===== src/rtl/core/prime_modular_alu_core_assert.svh =====
// Assertion macros shared by the prime modular ALU RTL.
`ifndef PRIME_MODULAR_ALU_CORE_ASSERT_SVH
`define PRIME_MODULAR_ALU_CORE_ASSERT_SVH

// Same-cycle implication, sampled on clk_i and held off during reset.
`define PMA_ASSERT_NOW(lbl, ante, cons, msg) \
  lbl: assert property (@(posedge clk_i) disable iff (!rst_ni) (ante) |-> (cons)) \
    else $error(msg);

// Next-cycle implication, sampled on clk_i and held off during reset.
`define PMA_ASSERT_NEXT(lbl, ante, cons, msg) \
  lbl: assert property (@(posedge clk_i) disable iff (!rst_ni) (ante) |=> (cons)) \
    else $error(msg);

`endif


===== src/rtl/core/pma_pkg.sv =====
// Package with shared constants and types of the prime modular ALU.
package pma_pkg;

  localparam int WordBitsDef = 31;
  localparam logic [63:0] ModulusReset = 64'd1000000007;
  localparam int CmdBits = 2;
  localparam logic RegIdxModulus = 1'b0;

  typedef enum logic [CmdBits-1:0] {
    CMD_ADD = 2'd0,
    CMD_MUL = 2'd1,
    CMD_DIV = 2'd2,
    CMD_INV = 2'd3
  } cmd_e;

endpackage


===== src/rtl/core/prime_modular_alu_core.sv =====
// Top level of the prime modular ALU: configuration register and sequenced arithmetic core.
//
//   Channel   Direction  Signals                    Content
//   s_axis    in         tvalid tready tdata tuser  operands, operation code
//   m_axis    out        tvalid tready tdata        result word
//   apb       in/out     psel penable pwrite ...    modulus register at address 0
//
// An add reduces both operands and then adds them; a multiply reduces both and forms the product.
// Inverse and divide run W squarings and up to W extra products, and divide one more product,
// each of W single-bit steps on the one shared step unit.
// W = WORD_BITS; with a modulus below two the result word is valid right after acceptance.
// The input side is not ready from acceptance until the result word is taken.
// Reset is asynchronous, active low, and loads the modulus with 1000000007.
`include "prime_modular_alu_core_assert.svh"

module prime_modular_alu_core #(
  parameter int WORD_BITS = pma_pkg::WordBitsDef
) (
  input  logic                                   clk_i,
  input  logic                                   rst_ni,
  input  logic                                   s_axis_tvalid,
  output logic                                   s_axis_tready,
  // Fields from bit 0 up: operand_a, operand_b, zero padding.
  input  logic [((2*WORD_BITS+7)/8)*8-1:0]       s_axis_tdata,
  // Fields from bit 0 up: cmd.
  input  logic [pma_pkg::CmdBits-1:0]            s_axis_tuser,
  output logic                                   m_axis_tvalid,
  input  logic                                   m_axis_tready,
  // Fields from bit 0 up: result, zero padding.
  output logic [((WORD_BITS+7)/8)*8-1:0]         m_axis_tdata,
  input  logic                                   psel,
  input  logic                                   penable,
  input  logic                                   pwrite,
  input  logic [((WORD_BITS > 32) ? 4 : 3)-1:0]  paddr,
  input  logic [((WORD_BITS > 32) ? 64 : 32)-1:0] pwdata,
  output logic [((WORD_BITS > 32) ? 64 : 32)-1:0] prdata,
  output logic                                   pready
);
  import pma_pkg::*;

  localparam int AddrBits = (WORD_BITS > 32) ? 4 : 3;
  localparam int DataBits = (WORD_BITS > 32) ? 64 : 32;
  localparam int OutBits  = ((WORD_BITS + 7) / 8) * 8;

  logic [WORD_BITS-1:0] modulus;
  logic [WORD_BITS-1:0] result;

  pma_regs #(
    .WORD_BITS (WORD_BITS),
    .ADDR_BITS (AddrBits),
    .DATA_BITS (DataBits)
  ) u_regs (
    .clk_i     (clk_i),
    .rst_ni    (rst_ni),
    .psel      (psel),
    .penable   (penable),
    .pwrite    (pwrite),
    .paddr     (paddr),
    .pwdata    (pwdata),
    .prdata    (prdata),
    .pready    (pready),
    .modulus_o (modulus)
  );

  pma_ctrl #(.WORD_BITS(WORD_BITS)) u_ctrl (
    .clk_i       (clk_i),
    .rst_ni      (rst_ni),
    .modulus_i   (modulus),
    .in_valid_i  (s_axis_tvalid),
    .in_ready_o  (s_axis_tready),
    .cmd_i       (s_axis_tuser),
    .a_i         (s_axis_tdata[WORD_BITS-1:0]),
    .b_i         (s_axis_tdata[2*WORD_BITS-1:WORD_BITS]),
    .out_valid_o (m_axis_tvalid),
    .out_ready_i (m_axis_tready),
    .result_o    (result)
  );

  assign m_axis_tdata = OutBits'(result);

  `PMA_ASSERT_NOW(a_result_range, m_axis_tvalid, (result < modulus) || (result == '0), "result word not reduced below the modulus")
  `PMA_ASSERT_NOW(a_busy_while_out, m_axis_tvalid, !s_axis_tready, "input ready while a result word is pending")
  `PMA_ASSERT_NEXT(a_busy_after_accept, s_axis_tvalid && s_axis_tready, !s_axis_tready, "input ready right after accepting a word")

endmodule


===== src/rtl/core/pma_regs.sv =====
// APB configuration register holding the modulus.
module pma_regs #(
  parameter int WORD_BITS = 31,
  parameter int ADDR_BITS = 3,
  parameter int DATA_BITS = 32
) (
  input  logic                 clk_i,
  input  logic                 rst_ni,
  input  logic                 psel,
  input  logic                 penable,
  input  logic                 pwrite,
  input  logic [ADDR_BITS-1:0] paddr,
  input  logic [DATA_BITS-1:0] pwdata,
  output logic [DATA_BITS-1:0] prdata,
  output logic                 pready,
  output logic [WORD_BITS-1:0] modulus_o
);
  import pma_pkg::*;

  logic                 sel_modulus;
  logic [WORD_BITS-1:0] modulus_q;

  assign sel_modulus = (paddr[ADDR_BITS-1] == RegIdxModulus);
  assign pready      = 1'b1;
  assign prdata      = sel_modulus ? DATA_BITS'(modulus_q) : '0;
  assign modulus_o   = modulus_q;

  always_ff @(posedge clk_i or negedge rst_ni) begin
    if (!rst_ni) begin
      modulus_q <= ModulusReset[WORD_BITS-1:0];
    end else if (psel && penable && pwrite && pready && sel_modulus) begin
      modulus_q <= pwdata[WORD_BITS-1:0];
    end
  end

endmodule


===== src/rtl/core/pma_step.sv =====
// Shared step unit: doubles or passes the accumulator, adds, and reduces below the modulus.
module pma_step #(
  parameter int WORD_BITS = 31
) (
  input  logic                 shift_i,
  input  logic [WORD_BITS-1:0] acc_i,
  input  logic [WORD_BITS-1:0] addend_i,
  input  logic [WORD_BITS-1:0] modulus_i,
  output logic [WORD_BITS-1:0] sum_o
);
  import pma_pkg::*;

  logic [WORD_BITS+1:0] base;
  logic [WORD_BITS+1:0] sum;
  logic [WORD_BITS+1:0] mod1;
  logic [WORD_BITS+1:0] mod2;
  logic [WORD_BITS+1:0] red;

  assign base = shift_i ? {1'b0, acc_i, 1'b0} : {2'b00, acc_i};
  assign sum  = base + {2'b00, addend_i};
  assign mod1 = {2'b00, modulus_i};
  assign mod2 = {1'b0, modulus_i, 1'b0};

  // Both inputs lie below the modulus, so the sum lies below three times it.
  always_comb begin
    priority if (sum >= mod2) begin
      red = sum - mod2;
    end else if (sum >= mod1) begin
      red = sum - mod1;
    end else begin
      red = sum;
    end
  end

  assign sum_o = red[WORD_BITS-1:0];

endmodule


===== src/rtl/core/pma_ctrl.sv =====
// Sequencer that runs reductions, sums, products and Fermat exponentiation on the step unit.
module pma_ctrl #(
  parameter int WORD_BITS = 31
) (
  input  logic                         clk_i,
  input  logic                         rst_ni,
  input  logic [WORD_BITS-1:0]         modulus_i,
  input  logic                         in_valid_i,
  output logic                         in_ready_o,
  input  logic [pma_pkg::CmdBits-1:0]  cmd_i,
  input  logic [WORD_BITS-1:0]         a_i,
  input  logic [WORD_BITS-1:0]         b_i,
  output logic                         out_valid_o,
  input  logic                         out_ready_i,
  output logic [WORD_BITS-1:0]         result_o
);
  import pma_pkg::*;

  localparam int CntBits = $clog2(WORD_BITS);
  localparam logic [CntBits-1:0] CntTop = CntBits'(WORD_BITS - 1);
  localparam logic [CntBits-1:0] CntOne = CntBits'(1);

  typedef enum logic [7:0] {
    S_IDLE  = 8'b0000_0001,
    S_RED_A = 8'b0000_0010,
    S_RED_B = 8'b0000_0100,
    S_ADD   = 8'b0000_1000,
    S_SQ    = 8'b0001_0000,
    S_MX    = 8'b0010_0000,
    S_FMUL  = 8'b0100_0000,
    S_OUT   = 8'b1000_0000
  } state_e;

  state_e               state_q, state_d, exp_next;
  cmd_e                 cmd_q, cmd_d;
  logic [WORD_BITS-1:0] ra_q, ra_d, rb_q, rb_d, pw_q, pw_d, p_q, p_d, res_q, res_d;
  logic [CntBits-1:0]   cnt_q, cnt_d, ecnt_q, ecnt_d;

  logic                 st_shift;
  logic [WORD_BITS-1:0] st_acc, st_add, st_sum;
  logic [WORD_BITS-1:0] expo, inv_base;
  logic                 last_bit, exp_last;

  pma_step #(.WORD_BITS(WORD_BITS)) u_step (
    .shift_i   (st_shift),
    .acc_i     (st_acc),
    .addend_i  (st_add),
    .modulus_i (modulus_i),
    .sum_o     (st_sum)
  );

  assign expo     = modulus_i - WORD_BITS'(2);
  assign last_bit = (cnt_q == '0);
  assign exp_last = (ecnt_q == '0);
  assign inv_base = (cmd_q == CMD_DIV) ? st_sum : ra_q;
  assign exp_next = exp_last ? ((cmd_q == CMD_DIV) ? S_FMUL : S_OUT) : S_SQ;

  always_comb begin
    st_shift = 1'b1;
    st_acc   = p_q;
    st_add   = '0;
    unique case (state_q)
      S_RED_A: st_add = WORD_BITS'(ra_q[cnt_q]);
      S_RED_B: st_add = WORD_BITS'(rb_q[cnt_q]);
      S_ADD: begin
        st_shift = 1'b0;
        st_acc   = ra_q;
        st_add   = rb_q;
      end
      S_SQ:   st_add = pw_q[cnt_q] ? pw_q : '0;
      S_MX:   st_add = pw_q[cnt_q] ? rb_q : '0;
      S_FMUL: st_add = pw_q[cnt_q] ? ra_q : '0;
      default: st_shift = 1'b0;
    endcase
  end

  always_comb begin
    state_d = state_q;
    cmd_d   = cmd_q;
    ra_d    = ra_q;
    rb_d    = rb_q;
    pw_d    = pw_q;
    p_d     = p_q;
    res_d   = res_q;
    cnt_d   = cnt_q;
    ecnt_d  = ecnt_q;
    unique case (state_q)
      S_IDLE: begin
        if (in_valid_i) begin
          cmd_d = cmd_e'(cmd_i);
          ra_d  = a_i;
          rb_d  = b_i;
          p_d   = '0;
          cnt_d = CntTop;
          if (modulus_i < WORD_BITS'(2)) begin
            res_d   = '0;
            state_d = S_OUT;
          end else begin
            state_d = S_RED_A;
          end
        end
      end
      S_RED_A: begin
        p_d   = st_sum;
        cnt_d = cnt_q - CntOne;
        if (last_bit) begin
          ra_d    = st_sum;
          p_d     = '0;
          cnt_d   = CntTop;
          state_d = S_RED_B;
        end
      end
      S_RED_B: begin
        p_d   = st_sum;
        cnt_d = cnt_q - CntOne;
        if (last_bit) begin
          p_d   = '0;
          cnt_d = CntTop;
          rb_d  = st_sum;
          unique case (cmd_q)
            CMD_ADD: state_d = S_ADD;
            CMD_MUL: begin
              pw_d    = st_sum;
              state_d = S_FMUL;
            end
            CMD_DIV, CMD_INV: begin
              rb_d   = inv_base;
              pw_d   = WORD_BITS'(1);
              ecnt_d = CntTop;
              if (inv_base == '0) begin
                res_d   = '0;
                state_d = S_OUT;
              end else begin
                state_d = S_SQ;
              end
            end
            default: state_d = S_IDLE;
          endcase
        end
      end
      S_ADD: begin
        res_d   = st_sum;
        state_d = S_OUT;
      end
      S_SQ, S_MX: begin
        p_d   = st_sum;
        cnt_d = cnt_q - CntOne;
        if (last_bit) begin
          pw_d  = st_sum;
          res_d = st_sum;
          p_d   = '0;
          cnt_d = CntTop;
          if ((state_q == S_SQ) && expo[ecnt_q]) begin
            state_d = S_MX;
          end else begin
            ecnt_d  = exp_last ? ecnt_q : ecnt_q - CntOne;
            state_d = exp_next;
          end
        end
      end
      S_FMUL: begin
        p_d   = st_sum;
        cnt_d = cnt_q - CntOne;
        if (last_bit) begin
          res_d   = st_sum;
          state_d = S_OUT;
        end
      end
      S_OUT: begin
        if (out_ready_i) begin
          state_d = S_IDLE;
        end
      end
      default: state_d = S_IDLE;
    endcase
  end

  always_ff @(posedge clk_i or negedge rst_ni) begin
    if (!rst_ni) begin
      state_q <= S_IDLE;
      cnt_q   <= '0;
      ecnt_q  <= '0;
    end else begin
      state_q <= state_d;
      cnt_q   <= cnt_d;
      ecnt_q  <= ecnt_d;
    end
  end

  always_ff @(posedge clk_i) begin
    cmd_q <= cmd_d;
    ra_q  <= ra_d;
    rb_q  <= rb_d;
    pw_q  <= pw_d;
    p_q   <= p_d;
    res_q <= res_d;
  end

  assign in_ready_o  = (state_q == S_IDLE);
  assign out_valid_o = (state_q == S_OUT);
  assign result_o    = res_q;

endmodule


===== config.mk =====
export PLATFORM = sky130hd
export DESIGN_NAME = prime_modular_alu_core
export DESIGN_NICKNAME = d
export VERILOG_FILES = /design/src/rtl/core/pma_pkg.sv /design/src/rtl/core/prime_modular_alu_core.sv /design/src/rtl/core/pma_regs.sv /design/src/rtl/core/pma_step.sv /design/src/rtl/core/pma_ctrl.sv
export VERILOG_INCLUDE_DIRS = /design/src /design/src/rtl/core
export SDC_FILE = /design/constraint.sdc
export NUM_CORES = 1
export LEC_CHECK = 0
export ABC_AREA = 1
export BUFFER_PORTS_ARGS = -buffer_cell sky130_fd_sc_hd__buf_2
export CAP_MARGIN = 20
export CORE_AREA = 2 2 209 211
export DETAILED_ROUTE_END_ITERATION = 6
export DIE_AREA = 0 0 211 213
export PLACE_DENSITY_LB_ADDON = 0.05
export SYNTH_ARGS = -nofsm -noshare
export SYNTH_HDL_FRONTEND = slang
export SYNTH_SLANG_ARGS = --single-unit

===== constraint.sdc =====
create_clock -name clk_i -period 19.4 [get_ports clk_i]
set_input_delay 0.97 -clock clk_i [delete_from_list [all_inputs] [get_ports clk_i]]
set_output_delay 0.97 -clock clk_i [all_outputs]
set_load 0.01 [all_outputs]

== Word-level counts from Yosys, hierarchy flattened ==
Cells that the tools add are included.
Widths: inputs -> output; s select.
Storage, ports and cells
  RAM bits: 0
  bits of input ports: 108
  latch bits: 0
  memories kept: 0
  register bits: 206
  logic and storage cells: 132
  bits in read-only memories: 0
  output and inout bits: 67
Operators by class
  reduce and logical (&&, ||, !) cells: 26
  add/sub/neg operators: 6
  shift-type cells: 0
  muxes and demuxes: 60
  divide/modulo/power cells: 0
  bitwise gates (word level): 1
  order comparisons: 5
  multiply operators: 0
  eq/ne operators: 24
Operators with widths (number)
  $mux 31: 21
  $pmux 31 s2: 4
  $pmux 31 s6: 1
  $pmux 31 s4: 1
  $pmux 31 s3: 1
  $mux 8: 11
  $sub 31x31->31: 2
  $pmux 8 s7: 1
  $mux 5: 7
  $add 32x31->33: 1
  $ge 33x31->1: 1
  $ge 33x32->1: 1
  $mux 32: 1
  $logic_not 31->1: 1
  $lt 31x2->1 const B: 1
  $sub 31x2->31 const B: 1
  $pmux 8 s3: 1
  $bmux 1 s5: 4
  $ne 2x1->1 const B: 9
  $pmux 5 s3: 1
  $lt 5x6->1 const B: 2
  $reduce_and 6->1: 2
  $logic_not 5->1: 2
  $pmux 5 s2: 1
  other kinds (28): 44

== Depth between registers and ports, before layout ==
  depth in word-level cells: 14
  mapped depth: 57

== Hierarchy ==
From an unflattened synthesis, not the netlist that was laid out.
Second synthesis, totals
  cell total of the unflattened synthesis: 3003
  area, all modules: 19685.1 um2
Modules (own cells, without submodules)
  pma_ctrl: cells an instance 1399, times used 1, area an instance 11001.8 um2
  pma_step: cells an instance 1395, times used 1, area an instance 7156.9 um2
  pma_regs: cells an instance 207, times used 1, area an instance 1515.2 um2
  prime_modular_alu_core: cells an instance 2, times used 1, area an instance 11.3 um2

== Worst setup path after synthesis ==
No wires, ideal clock.
  kind: flip-flop to flip-flop
  from: register u_ctrl.cnt_q[0]
  to: register u_ctrl.res_q[0] (netlist: u_ctrl.result_o[0]) (enable)
  data arrival time: 7148 ps
  library setup time: 430 ps
  cell stages (with the launch flop): 50
  path slack: 11822 ps
  required time: 18970 ps
  cells stage by stage: dfrtp_1 > clkbuf_1 > inv_1 > clkbuf_1 > a21oi_1 > o21ai_0 > nand3_1 > o211ai_1 > nand3_1 > nand2_1 > o21ai_2 > clkbuf_1 > nand2_1 > nand4_1 > ha_1 > inv_1 > fa_1 > inv_1 > [... 14 more ...] > nand2_1 > a21oi_1 > nand2_1 > nand2_1 > nand2_1 > nand2_1 > nand2_2 > buf_2 > buf_4 > nand2_1 > nand3_1 > nand2_1 > nand2_1 > nor2_1 > nand2_1 > nor2_1 > nand2_1 > a21oi_1
Between the ends
  cells in the longest elaborated chain, start to end: 12
  elaborated cells on any way between the ends: 24
RTL lines
  start: declaration: line pma_ctrl.sv:37  | logic [CntBits-1:0] cnt_q, cnt_d, ecnt_q, ecnt_d;
  start signal: assignment: line pma_ctrl.sv:185  | cnt_q <= cnt_d;
  $bmux 1 s5: line pma_ctrl.sv:70, pma_ctrl.sv:71, pma_ctrl.sv:72
  $mux 1 (not written as such): line pma_ctrl.sv:70, pma_ctrl.sv:71, pma_ctrl.sv:72
  $mux 31 (on tied branches): line pma_ctrl.sv:72, pma_ctrl.sv:70, pma_ctrl.sv:71
  $pmux 31 s6: line pma_ctrl.sv:62  | unique case (state_q)
  $add 32x31->33: line pma_step.sv:20  | assign sum = base + {2'b00, addend_i};
  $sub 31x31->31 or $ge 33x31->1 (tied branches): line pma_step.sv:29, pma_step.sv:28
  $mux 31: line pma_step.sv:28  | end else if (sum >= mod1) begin
  $mux 31: line pma_step.sv:26  | priority if (sum >= mod2) begin
  $mux 31: line pma_ctrl.sv:55  | assign inv_base = (cmd_q == CMD_DIV) ? st_sum : ra_q;
  $logic_not 31->1: line pma_ctrl.sv:130  | if (inv_base == '0) begin
  $ne 2x1->1 (no line)
  $reduce_and 7->1 (no line) (*)
  end signal: assignment: line pma_ctrl.sv:196  | res_q <= res_d;
  end: declaration: line pma_ctrl.sv:36  | logic [WORD_BITS-1:0] ra_q, ra_d, rb_q, rb_d, pw_q, pw_d, p_q, p_d, res_q, res_d;
Every way passes the cells marked *; elsewhere a longest branch is shown, timed or not. The select of a mux whose other input is x is not followed.
A chain may end at the register's enable or synchronous reset.

== Worst setup path after layout ==
  from: register u_ctrl.cnt_q[1]
  to: register u_ctrl.res_q[18] (netlist: u_ctrl.result_o[18]) (enable)
The elaborated chain is that of the path after synthesis.

==> results.sh <==
export IMPL_drtAntennaViolNets=0
export IMPL_postCtsSetupBuffers=0
export IMPL_worst_pin_slew_ns=1.074
export IMPL_synth_top_family_by_area="simple AND/OR/NAND/NOR gates"
export IMPL_synthArstFlopShare_pct=23.79
export IMPL_slew_headroom_pct=28.32
export IMPL_reg2regPathDepth=44
export IMPL_status="complete, no violations"
export IMPL_row_count=76
export IMPL_ys_flop_type="edfxtp_1"
export IMPL_first_pass_iters=6
export IMPL_vias=20044
export IMPL_critPathKind="flip-flop to flip-flop"
export IMPL_leakage_nw=10.28
export IMPL_fmax_mhz=90.91
export IMPL_crit_required_ns=19.63
export IMPL_wl_per_cell_um=21.33
export IMPL_ys_top_cells_by_area="edfxtp_1 (25%), nand2_1 (16%), inv_1 (7.4%)"
export IMPL_path_max_fanout=33
export IMPL_final_area_um2=21060
export IMPL_io_pins=175
export IMPL_postCtsHoldBufs=0
export IMPL_cts_repair_resized=0
export IMPL_crit_path_start="u_ctrl.cnt_q[1]"
export IMPL_synth_compound_area_share_pct=15.70
export IMPL_ir_worst_vdd_mv=0.07928
export IMPL_cp_top_family="simple AND/OR/NAND/NOR gates"
export IMPL_clk_insertion_delay_late_ns=0.56
export IMPL_power_total_mw=3.522
export IMPL_via_per_inst=5.672
export IMPL_nets=3178
export IMPL_fillCellCount=4467
export IMPL_slowest_stage="o21ai_2"
export IMPL_arrival_ns=11.23
export IMPL_synthMuxAreaShare_pct=0
export IMPL_ys_ff_latch=206
export IMPL_synth_xor_area_share_pct=3.425
export IMPL_diodes=0
export IMPL_areaGrowthSynthToFinish_pct=11.30
export IMPL_place_detailed_hpwl_um=60710
export IMPL_cts_max_path_buffers=3
export IMPL_dp_cells=3487
export IMPL_p_per_area_nw_per_um2=167.2
export IMPL_cts_root_buf="clkbuf_16"
export IMPL_fp_dieH_um=213
export IMPL_cp_start_kind="flip-flop"
export IMPL_initialDrtViolationCount=2218
export IMPL_synth_area_um2=18920
export IMPL_initial_core_util_pct=44.32
export IMPL_cts_made_buffers=26
export IMPL_synth_top_area_share_pct=24.92
export IMPL_yosysWarnings=0
export IMPL_crit_buf_inv=8
export IMPL_overflow=0
export IMPL_final_setup_worst_slack_ns=8.400
export IMPL_fp_dieArea_um2=44940
export IMPL_setup_tns_ns=0
export IMPL_cts_tree="done"
export IMPL_clkTransAtPathRegs_ns=0.06
export IMPL_min_path_type="flip-flop to flip-flop"
export IMPL_dp_worst_setup_slack_ns=8.509
export IMPL_hold_path_depth=1
export IMPL_htreeDepth=1
export IMPL_clock_skew_ns=0.02456
export IMPL_slew_viol_final=0
export IMPL_period_needed_ns=11.00
export IMPL_hp_start="u_ctrl.cmd_q[0]"
export IMPL_synth_cells=2858
export IMPL_synth_top_area_cell="edfxtp_1"
export IMPL_cts_sinks=206
export IMPL_rsz0062_at_grt="no"
export IMPL_slowest_delay_ns=0.71
export IMPL_fp_dieW_um=211
export IMPL_io_buffers=166
export IMPL_place_congestion=1.015
export IMPL_drive_gt1_share_pct=9.705
export IMPL_cpMostUsedCell="nand2_1"
export IMPL_yosysUniqueCellTypes=58
export IMPL_core_um2=42700
export IMPL_synth_fa_ha_area_share_pct=6.665
export IMPL_r2r_start="u_ctrl.cnt_q[1]"
export IMPL_synth_edff_count=157
export IMPL_grt_usage_pct=32.96
export IMPL_finalSetupViolCount=0
export IMPL_remaining_drc_errors=0
export IMPL_synthSimpleGateAreaFrac_pct=32.55
export IMPL_antenna_found_initial=1
export IMPL_place_area_um2=20160
export IMPL_max_cap_viol_count=0
export IMPL_stdcell_count=3534
export IMPL_grt_pass1_vias=18651
export IMPL_min_period_over_period_pct=56.70
export IMPL_cp_num_cells=44
export IMPL_avgSynthCellArea_um2=6.621
export IMPL_grt_max_degree=69
export IMPL_endpoint_kind="flip-flop"
export IMPL_grt_pass1_wl_um=111500
export IMPL_wl_um=75390
export IMPL_regArea_um2=5962
export IMPL_ys_seq_area_share_pct=31.51
export IMPL_multi_input_area_um2=11100
export IMPL_hold_viol_final=0
## cell usage after synthesis (12+ instances only)
master and n:
dfstp_2 17, xnor2_1 28, xor2_1 46, clkbuf_1 77, nand2_1 782, o21ai_0 227, nand3_1 190, and2_1 19
inv_1 374, edfxtp_1 157, o22ai_1 20, nor3_1 16, nand4_1 50, o221ai_1 24, nor2_1 346, ha_1 96
a22oi_1 12, a21oi_1 181, dfrtp_1 32
## stage by stage
step                      hold slack [ns]  utilization (%)
after detailed placement           0.4980            47.22
after floorplan                    0.4357                -
final                              0.5020            49.33
after global placement             0.4978            47.22
after CTS                          0.5010            49.23
after global routing               0.5187            49.33
## logic make-up after synthesis
logic type               Yosys count
buffers and inverters            487
AND/OR/NAND/NOR                 1460
XOR/XNOR                          74
other                              2
adder cells (fa/ha/maj)           99
flip-flops                       206
AO/OA/AOI/OAI                    530
## final timing paths
path                                  endpoint  slack (ns)
max                        u_ctrl.result_o[18]        8.40
min                          u_ctrl.state_q[3]        0.50
max reg2reg                u_ctrl.result_o[18]        8.40
min reg2reg                  u_ctrl.state_q[3]        0.50
max in group asynchronous  u_regs.modulus_o[4]       18.46
min in group asynchronous    u_ctrl.state_q[4]        0.51
## flip-flops by register name (all words and copies together), names as in the netlist, 8 cells and up
register,flops
u_ctrl.p_q,31
u_ctrl.pw_q,31
u_ctrl.ra_q,31
u_ctrl.rb_q,31
u_ctrl.result_o,31
u_regs.modulus_o,31
u_ctrl.state_q,8
## power breakdown
group | internal [mW] | leakage (nW) | switching, mW
registers | 0.651 | 2.04 | 0.0540
logic | 0.637 | 7.82 | 1.69
clock network | 0.298 | 0.423 | 0.196
total | 1.59 | 10.3 | 1.94
## layer usage
layer,vias up,global-route usage [%],wire length (um)
li1,9649,-,-
met1,9355,45.00,33120
met2,918,53.26,33420
met3,120,5.780,6457
met4,2,10.10,2392
met5,-,0,9
## worst reg2reg max path: cells and delay by family (launching register included)
family                   cells  cell delay, ns
buffers and inverters        8            1.94
flip-flops                   1            0.32
AO/OA/AOI/OAI               12            3.43
AND/OR/NAND/NOR             21            3.98
XOR/XNOR                     1            0.22
adder cells (fa/ha/maj)      2            0.75
## layout make-up
class / instances / area share (%)
multi-input combinational: 2166 / 52.71
sequential: 206 / 28.31
inverter: 384 / 6.844
timing repair buffer: 187 / 4.812
tap: 546 / 3.244
clock buffer: 28 / 3.125
clock inverter: 17 / 0.9565
## cell usage in the layout (no fill, tap or decap), drive strengths merged, types with 6 or more instances in the layout
| cell | instances |
|---|---|
| nand2 | 789 |
| inv | 379 |
| nor2 | 360 |
| o21ai | 234 |
| nand3 | 197 |
| buf | 187 |
| a21oi | 181 |
| edfxtp | 157 |
| ha | 96 |
| nand4 | 53 |
| xor2 | 46 |
| dfrtp | 32 |
| xnor2 | 28 |
| clkbuf | 28 |
| o221ai | 24 |
| o22ai | 20 |
| and2 | 19 |
| clkinv | 18 |
| dfstp | 17 |
| nor3 | 17 |
| a22oi | 12 |
| a22o | 11 |
| o21bai | 10 |
| nand3b | 10 |
| o211ai | 8 |
| a31oi | 7 |
| nor4 | 6 |
Power figures use the tool's default switching activity.
